===== src/rtl/core/lpst_pkg.sv =====
// Shared constants, types and state codes for the linear probe symbol table.
package lpst_pkg;

  localparam int TABLE_SLOTS = 1024;
  localparam int SLOT_W      = $clog2(TABLE_SLOTS);
  localparam int CNT_W       = SLOT_W + 1;
  localparam int KEY_W       = 32;
  localparam int FLAG_W      = 8;
  localparam int IDX_W       = 10;
  localparam int ST_W        = 2;
  localparam int HASH_W      = 15;
  localparam int ADDR_W      = 3;
  localparam int DATA_W      = 32;

  localparam logic [HASH_W-1:0] HASH_MASK = 15'o77777;
  localparam logic [FLAG_W-1:0] MASK_RESET = 8'hFF;

  localparam bit HOME_POW2 = ((TABLE_SLOTS & (TABLE_SLOTS - 1)) == 0);
  localparam int RED_STEPS = HOME_POW2 ? 1 : (HASH_W + 1 - SLOT_W);
  localparam int RED_CW    = (RED_STEPS > 1) ? $clog2(RED_STEPS) : 1;
  localparam logic [HASH_W:0] DVS_INIT = (HASH_W + 1)'(TABLE_SLOTS << (RED_STEPS - 1));

  typedef enum logic [ST_W-1:0] {
    ST_FOUND    = 2'd0,
    ST_INSERTED = 2'd1,
    ST_FULL     = 2'd2
  } status_t;

  typedef enum logic [1:0] {
    S_CLEAR,
    S_IDLE,
    S_HASH,
    S_PROBE
  } state_t;

  typedef struct packed {
    logic              occ;
    logic [KEY_W-1:0]  key;
    logic [FLAG_W-1:0] flags;
  } entry_t;

  typedef struct packed {
    logic clear_en;
    logic load;
    logic hash_en;
    logic probe_en;
  } ctl_t;

  typedef struct packed {
    logic clear_last;
    logic hash_last;
    logic done;
  } sts_t;

endpackage


===== src/rtl/core/lpst_ctrl.sv =====
// Sequencer for clearing, home slot reduction and probing.
module lpst_ctrl
  import lpst_pkg::*;
(
  input  logic clk,
  input  logic rst_n,
  input  logic start,
  input  sts_t sts,
  output ctl_t ctl,
  output logic busy
);

  state_t state_r, state_nxt;

  always_ff @(posedge clk) begin
    if (!rst_n) begin
      state_r <= S_CLEAR;
    end else begin
      state_r <= state_nxt;
    end
  end

  always_comb begin
    state_nxt = state_r;
    unique case (state_r)
      S_CLEAR: begin
        if (sts.clear_last) state_nxt = S_IDLE;
      end
      S_IDLE: begin
        if (start) state_nxt = HOME_POW2 ? S_PROBE : S_HASH;
      end
      S_HASH: begin
        if (sts.hash_last) state_nxt = S_PROBE;
      end
      S_PROBE: begin
        if (sts.done) state_nxt = S_IDLE;
      end
      default: state_nxt = S_CLEAR;
    endcase
  end

  always_comb begin
    ctl          = '0;
    busy         = 1'b1;
    unique case (state_r)
      S_CLEAR: ctl.clear_en = 1'b1;
      S_IDLE: begin
        busy     = 1'b0;
        ctl.load = start;
      end
      S_HASH:  ctl.hash_en  = 1'b1;
      S_PROBE: ctl.probe_en = 1'b1;
      default: busy = 1'b1;
    endcase
  end

endmodule


===== config.mk =====
export PLATFORM = sky130hd
export DESIGN_NAME = lpst_ctrl
export DESIGN_NICKNAME = d
export VERILOG_FILES = /design/src/rtl/core/lpst_pkg.sv /design/src/rtl/core/lpst_ctrl.sv
export SDC_FILE = /design/constraint.sdc
export NUM_CORES = 1
export LEC_CHECK = 0
export BUFFER_PORTS_ARGS = -buffer_cell sky130_fd_sc_hd__buf_4
export CAP_MARGIN = 10
export CORE_AREA = 2 2 39 41
export CTS_CLUSTER_DIAMETER = 80
export DETAILED_ROUTE_END_ITERATION = 8
export DIE_AREA = 0 0 41 43
export GPL_ROUTABILITY_DRIVEN = 1
export RECOVER_POWER = 100
export SYNTH_ARGS = -nofsm -noshare
export SYNTH_HDL_FRONTEND = slang
export SYNTH_SLANG_ARGS = --single-unit
export TNS_END_PERCENT = 30

===== constraint.sdc =====
create_clock -name clk -period 1.2 [get_ports clk]
set_clock_uncertainty 0.05 [all_clocks]
set_input_delay 0.18 -clock clk [delete_from_list [all_inputs] [get_ports clk]]
set_output_delay 0.18 -clock clk [all_outputs]
set_load 0.1 [all_outputs]

==> results of run 1 <==
-- power by group through the flow --
stage	Sequential, uW	Clock (uW)	Combinational (uW)
after floorplan	117	0	520
after global placement	123	0	592
after detailed placement	124	0	599
after CTS	126	158	721
after global routing	139	166	790
final	137	145	756
-- worst reg2reg max path: stages (launching register included) --
cell and delay (ns):
dfxtp_4 0.35, inv_4 0.06, ha_4 0.13, clkinvlp_4 0.10
o2111a_1 0.28, o21a_1 0.17
-- final timing paths --
| path | to | slack [ns] | cells past startpoint |
|---|---|---|---|
| setup / recovery | ctl[2] | -0.11 | 4 |
| hold / removal | state_r[0] | 0.14 | 2 |
| setup reg to reg | state_r[0] | -0.06 | 5 |
| hold reg to reg | state_r[1] | 0.46 | 2 |
-- through the flow --
step | std cells | setup TNS, ns | hold WS, ns | instance area, um^2 | worst slack (ns)
after global routing | 47 | -0.672 | 0.140 | 379 | -0.144
after global placement | 44 | -0.0435 | 0.359 | 285 | -0.0331
after CTS | 47 | -0.561 | 0.128 | 364 | -0.138
final | 47 | -0.368 | 0.137 | 379 | -0.112
after floorplan | 18 | -0.959 | 0.247 | 190 | -0.490
after detailed placement | 44 | -0.0862 | 0.364 | 285 | -0.0563
-- logic make-up after synthesis --
family                   synth area share [%]
flip-flops                               24.4
multiplexers                             6.11
adder cells (fa/ha/maj)                  30.5
buffers and inverters                    6.87
AO/OA/AOI/OAI                            11.5
AND/OR/NAND/NOR                          20.6
-- cell type report --
type,instances,area (um^2)
Sequential cell,2,47.5
Tap cell,16,20.0
Multi-Input combinational cell,13,134
Fill cell,144,1000
Timing Repair Buffer,10,138
Clock buffer,3,22.5
Inverter,3,17.5
-- cell usage in the layout (no fill, tap or decap) --
cell type   n
and2_4      1
o21a_1      1
clkinvlp_4  1
ha_2        3
mux2i_1     1
nand2_1     2
nand2b_1    3
buf_4       5
ha_4        1
inv_2       1
dfxtp_4     2
inv_4       1
clkbuf_4    3
buf_12      5
o2111a_1    1
-- routing by layer --
metal | part of all wire [%] | up-vias | wire length, um | global-route usage (%)
met1 | 37 | 75 | 153 | 4.78
met5 | 0 | - | 0 | 0
met3 | 14 | 0 | 59 | 4.71
met2 | 48 | 13 | 200 | 6.25
met4 | 0 | 0 | 0 | 4.00
li1 | - | 86 | - | -
-- timing repair --
item,4_1_cts,5_1_grt
resized for setup,15,5
setup endpoints to repair,7,7
cloned,0,0
pin swaps,2,0
==> impl_metrics.csv, run 1 <==
group,metric,value,unit
run_status,outcome,"complete, but fails checks",
run_status,violations,"negative setup slack",
global_routing,grt_pass1_vias,160,
power_and_ir_drop,switching_share,52.3,%
routing,viasPerCell,3.70,
sta,slew_headroom,92.1,%
synthesis,yosys_warnings,0,
place,gp_congestion,0.554,
worst_setup_path,rr_startpoint,"state_r[1]",
power_and_ir_drop,pwr-share-comb,72.9,%
synthesis,syn-instance-count,18,
final_layout,regMostFlops,"state_r",
sta,slew_viol_final,0,
sta,rsz0062_at_grt,"yes",
power_and_ir_drop,pwr_density_cell,2740,nW/um^2
global_routing,grt_max_degree,5,
worst_setup_path,crit_path_start,"state_r[1]",
sta,tightest_slew,0.115,ns
worst_setup_path,worst-setup-path-type,"reg2out",
cts,clock_latency,0.22,ns
global_routing,track_usage,5.01,%
synthesis,ys_types,9,
final_layout,fin_util,27.4,%
floorplanning,num_rows,14,
final_layout,syn2layout_area_growth,131,%
worst_setup_path,crit_slowest_cell,"dfxtp_4",
synthesis,synth_flop_cell,"dfxtp_1",
worst_setup_path,crit_buf_inv,2,
routing,via_count,174,
cts,max-clock-path-buffers,2,
global_routing,overflow,0,
floorplanning,die-area,1760,um^2
cts,clk_pin_slew_worst_paths,0.03,ns
worst_setup_path,critical_path.max_stage_delay,0.36,ns
power_and_ir_drop,p_sw,542,uW
floorplanning,ios,11,
sta,clock.fmax,762,MHz
final_layout,reg_top3,"state_r (2)",
hold_path,min_path_type,"in2reg",
final_layout,final_nets,43,
synthesis,synthTopCellsByArea,"ha_1 31%, dfxtp_1 24%, nand2b_1 11%",
floorplanning,core_area,1380,um^2
worst_setup_path,critical_path_required,0.97,ns
worst_setup_path,cp_max_fo,4,
routing,wirelength,413,um
synthesis,syn_area_per_cell,9.11,um^2
cts,cts_sinks,2,
sta,setup_violations,7,
worst_setup_path,endpoint_kind,"output port",
power_and_ir_drop,p_clk_share,14.0,%
sta,period_share,109,%
cts,cts_tree,"done",
place,io_buffers,10,
global_routing,grt_antenna_before_repair,0,
synthesis,yosysMostFrequentCell,"ha_1",
routing,routedWlPerCell,8.79,um
routing,final_antenna_net_count,0,
cts,cts_buffers,3,
power_and_ir_drop,peakVddDrop,0.000639,V
power_and_ir_drop,p_int,495,uW
power_and_ir_drop,p_total,1040,uW
worst_setup_path,crit_family,"flip-flops",
sta,fin_crit,1.31,ns
sta,fin_ws,-0.112,ns
synthesis,ys_top_cells_by_count,"4 x ha_1, 3 x inv_1, 3 x nand2b_1",
worst_setup_path,start_kind,"flop",
synthesis,syn_nets,28,
synthesis,synth-async-reset-ratio,0,%
final_layout,largest_reg_flops,2,
floorplanning,start_util,11.8,%
worst_setup_path,crit_arrival,1.08,ns
cts,htreeDepth,1,
synthesis,yosysTopAreaCell,"ha_1",
routing,drc,0,
floorplanning,die_w,41,um
final_layout,antenna_cells,0,
hold_path,min-delay-start,"rst_n",
final_layout,drive_above_1_share,74.2,%
routing,dr.first_iter.drc_count,2,
power_and_ir_drop,seqPwrFrac,13.2,%
synthesis,seq_area_frac_synth,24.4,%
worst_setup_path,crit_chain,"inv_4, ha_4, and2_4, buf_12",
synthesis,syn_area,164,um^2
cts,cts_root_buffer,"clkbuf_4",
synthesis,synth_seq_cells,2,
job,max_cap_violations,0,
synthesis,synth_top_area_share,30.5,%
floorplanning,die_y,43,um
cts,cts_setup_buffers,0,
power_and_ir_drop,p_leak,0.000156,uW
sta,hold_viol_final,0,
global_routing,grt_pass1_wl,545,um
routing,drtPass1Iterations,4,
cts,postCtsHoldBufs,0,
synthesis,synth_edf_count,0,
No activity file was read; power rests on OpenSTA's default activity.
==> run 2, diff against run 1 <==
- clock period: 1.2 -> 1.3 ns (I/O delays scaled with it)
==> run 2 against run 1 <==
  * The run still ends with negative setup slack left
  * Final cell count unchanged
  * Via count down 1.1%
  * Count of clock-buffer cells in the layout unchanged
  * Non-clock buffer count unchanged
  * Highest routed layer unchanged
==> impl_metrics.csv, run 2 (synthesized netlist as in run 1, its figures left out) <==
group,metric,value,unit
sta,rsz0062_at_grt,"yes",
final_layout,fin_util,26.8,%
place,dp.cells,44,
final_layout,final_area,370,um^2
final_layout,instances_no_fill,47,
sta,clock.fmax,761,MHz
cts,cts_setup_buffers,0,
sta,fin_crit,1.31,ns
routing,drtPass1Iterations,4,
routing,viasPerCell,3.66,
worst_setup_path,start_kind,"flop",
floorplanning,core_area,1380,um^2
global_routing,grt_antenna_before_repair,0,
routing,wirelength,348,um
routing,routedWlPerCell,7.40,um
hold_path,holdPathEnd,"state_r[0]",
final_layout,drive_above_1_share,71.0,%
global_routing,grt_pass1_vias,182,
final_layout,antenna_cells,0,
routing,drc,0,
global_routing,grt_max_degree,5,
sta,hold_viol_final,0,
cts,htreeDepth,1,
place,io_buffers,10,
final_layout,final_common_cell,"buf_4",
sta,setup_violations,1,
cts,cts_buffers,3,
place,dpl_cell_area,285,um^2
run_status,violations,"negative setup slack",
global_routing,track_usage,5.51,%
final_layout,syn2layout_area_growth,126,%
final_layout,seq_area,47.5,um^2
final_layout,multi_input_comb_area,134,um^2
cts,max-clock-path-buffers,2,
cts,cts_root_buffer,"clkbuf_4",
floorplanning,die_w,41,um
power_and_ir_drop,p_leak,0.000154,uW
sta,slew_headroom,86.7,%
sta,tightest_slew,0.200,ns
cts,cts_tree,"done",
hold_path,min_path_type,"in2reg",
worst_setup_path,reg2reg_to,"state_r[0]",
sta,slew_viol_final,0,
power_and_ir_drop,pwr_density_cell,2510,nW/um^2
hold_path,min-delay-start,"rst_n",
final_layout,reg_top3,"state_r (2)",
power_and_ir_drop,peakVddDrop,0.000676,V
routing,dr.first_iter.drc_count,3,
final_layout,regMostFlops,"state_r",
run_status,outcome,"complete, but fails checks",
cts,clock_latency,0.22,ns
cts,cts_sinks,2,
final_layout,largest_reg_flops,2,
routing,via_count,172,
worst_setup_path,critical_path_required,1.05,ns
final_layout,fill_cells,142,
worst_setup_path,ff2ff_path_depth,5,
floorplanning,num_rows,14,
floorplanning,ios,11,
worst_setup_path,endpoint_kind,"output port",
cts,postCtsHoldBufs,0,
worst_setup_path,reg2reg_slack,0.07,ns
floorplanning,start_util,11.8,%
job,max_cap_violations,0,
floorplanning,die-area,1760,um^2
worst_setup_path,crit_arrival,1.07,ns
cts,clk_pin_slew_worst_paths,0.03,ns
floorplanning,die_y,43,um
final_layout,final_cell_mix,"5 x buf_4, 4 x buf_12, 3 x nand2b_1, 3 x ha_2, 3 x clkbuf_4",
sta,fin_ws,-0.0148,ns
sta,period_share,101,%
place,gp_congestion,0.527,
hold_path,holdPathStages,2,
worst_setup_path,cp_max_fo,4,
power_and_ir_drop,p_total,930,uW
final_layout,final_nets,43,
routing,final_antenna_net_count,0,
worst_setup_path,rr_startpoint,"state_r[1]",
global_routing,grt_pass1_wl,579,um
sta,fin_setup_tns,-0.0148,ns
worst_setup_path,worst-setup-path-type,"reg2out",
global_routing,overflow,0,
run 2: changes by cell type in the layout (fill, tap and decap cells not counted):
cell | previous run | this run
buf_12 | 5 | 4
buf_6 | 0 | 1
inv_1 | 0 | 1
inv_2 | 1 | 0
run 2: worst max-delay path by stage:
stage                     startpoint    endpoint  slack, ns  cells past startpoint
after floorplan           state_r[1]  state_r[0]      -0.39                      5
after global placement    state_r[0]  state_r[1]       0.09                      5
after detailed placement  state_r[0]  state_r[1]       0.05                      5
after CTS                 state_r[1]      ctl[2]      -0.05                      4
after global routing      state_r[1]      ctl[2]      -0.05                      4
final                     state_r[1]      ctl[2]      -0.01                      4
run 2: where the power goes:
group          switching, uW  total (uW)  internal [uW]
clock network           30.1         131            101
registers               30.1         122           92.2
logic                    426         677            251
run 2: what timing repair did:
action	4_1_cts	5_1_grt
pin swaps	1	2
endpoints found under the setup margin	5	6
gates resized for setup	14	3
run 2: metal layers:
layer | GRT usage (%) | up-vias | part of all wire (%)
li1 | - | 85 | -
met1 | 3.19 | 76 | 31
met2 | 8.44 | 11 | 53
met3 | 4.71 | 0 | 16
met4 | 6.00 | 0 | 0
met5 | 0 | - | 0
run 2: cell type report:
type,instances,area share [%]
Multi-Input combinational cell,13,36.1
Sequential cell,2,12.8
Tap cell,16,5.41
Inverter,3,4.73
Clock buffer,3,6.08
Timing Repair Buffer,10,34.8
run 2: worst max-delay path, cell delays in order, from the launching register on:
cell and delay, ns:
dfxtp_4 0.36, inv_4 0.04, ha_4 0.15, and2_4 0.14
buf_12 0.16
run 2: stage by stage:
| step | setup WS, ns | hold slack, ns |
|---|---|---|
| 6_report | -0.0148 | 0.149 |
| 5_1_grt | -0.0518 | 0.168 |
| 4_1_cts | -0.0453 | 0.145 |
| 3_5_place_dp | 0.0505 | 0.379 |
| 3_3_place_gp | 0.0902 | 0.385 |
| 2_1_floorplan | -0.390 | 0.262 |
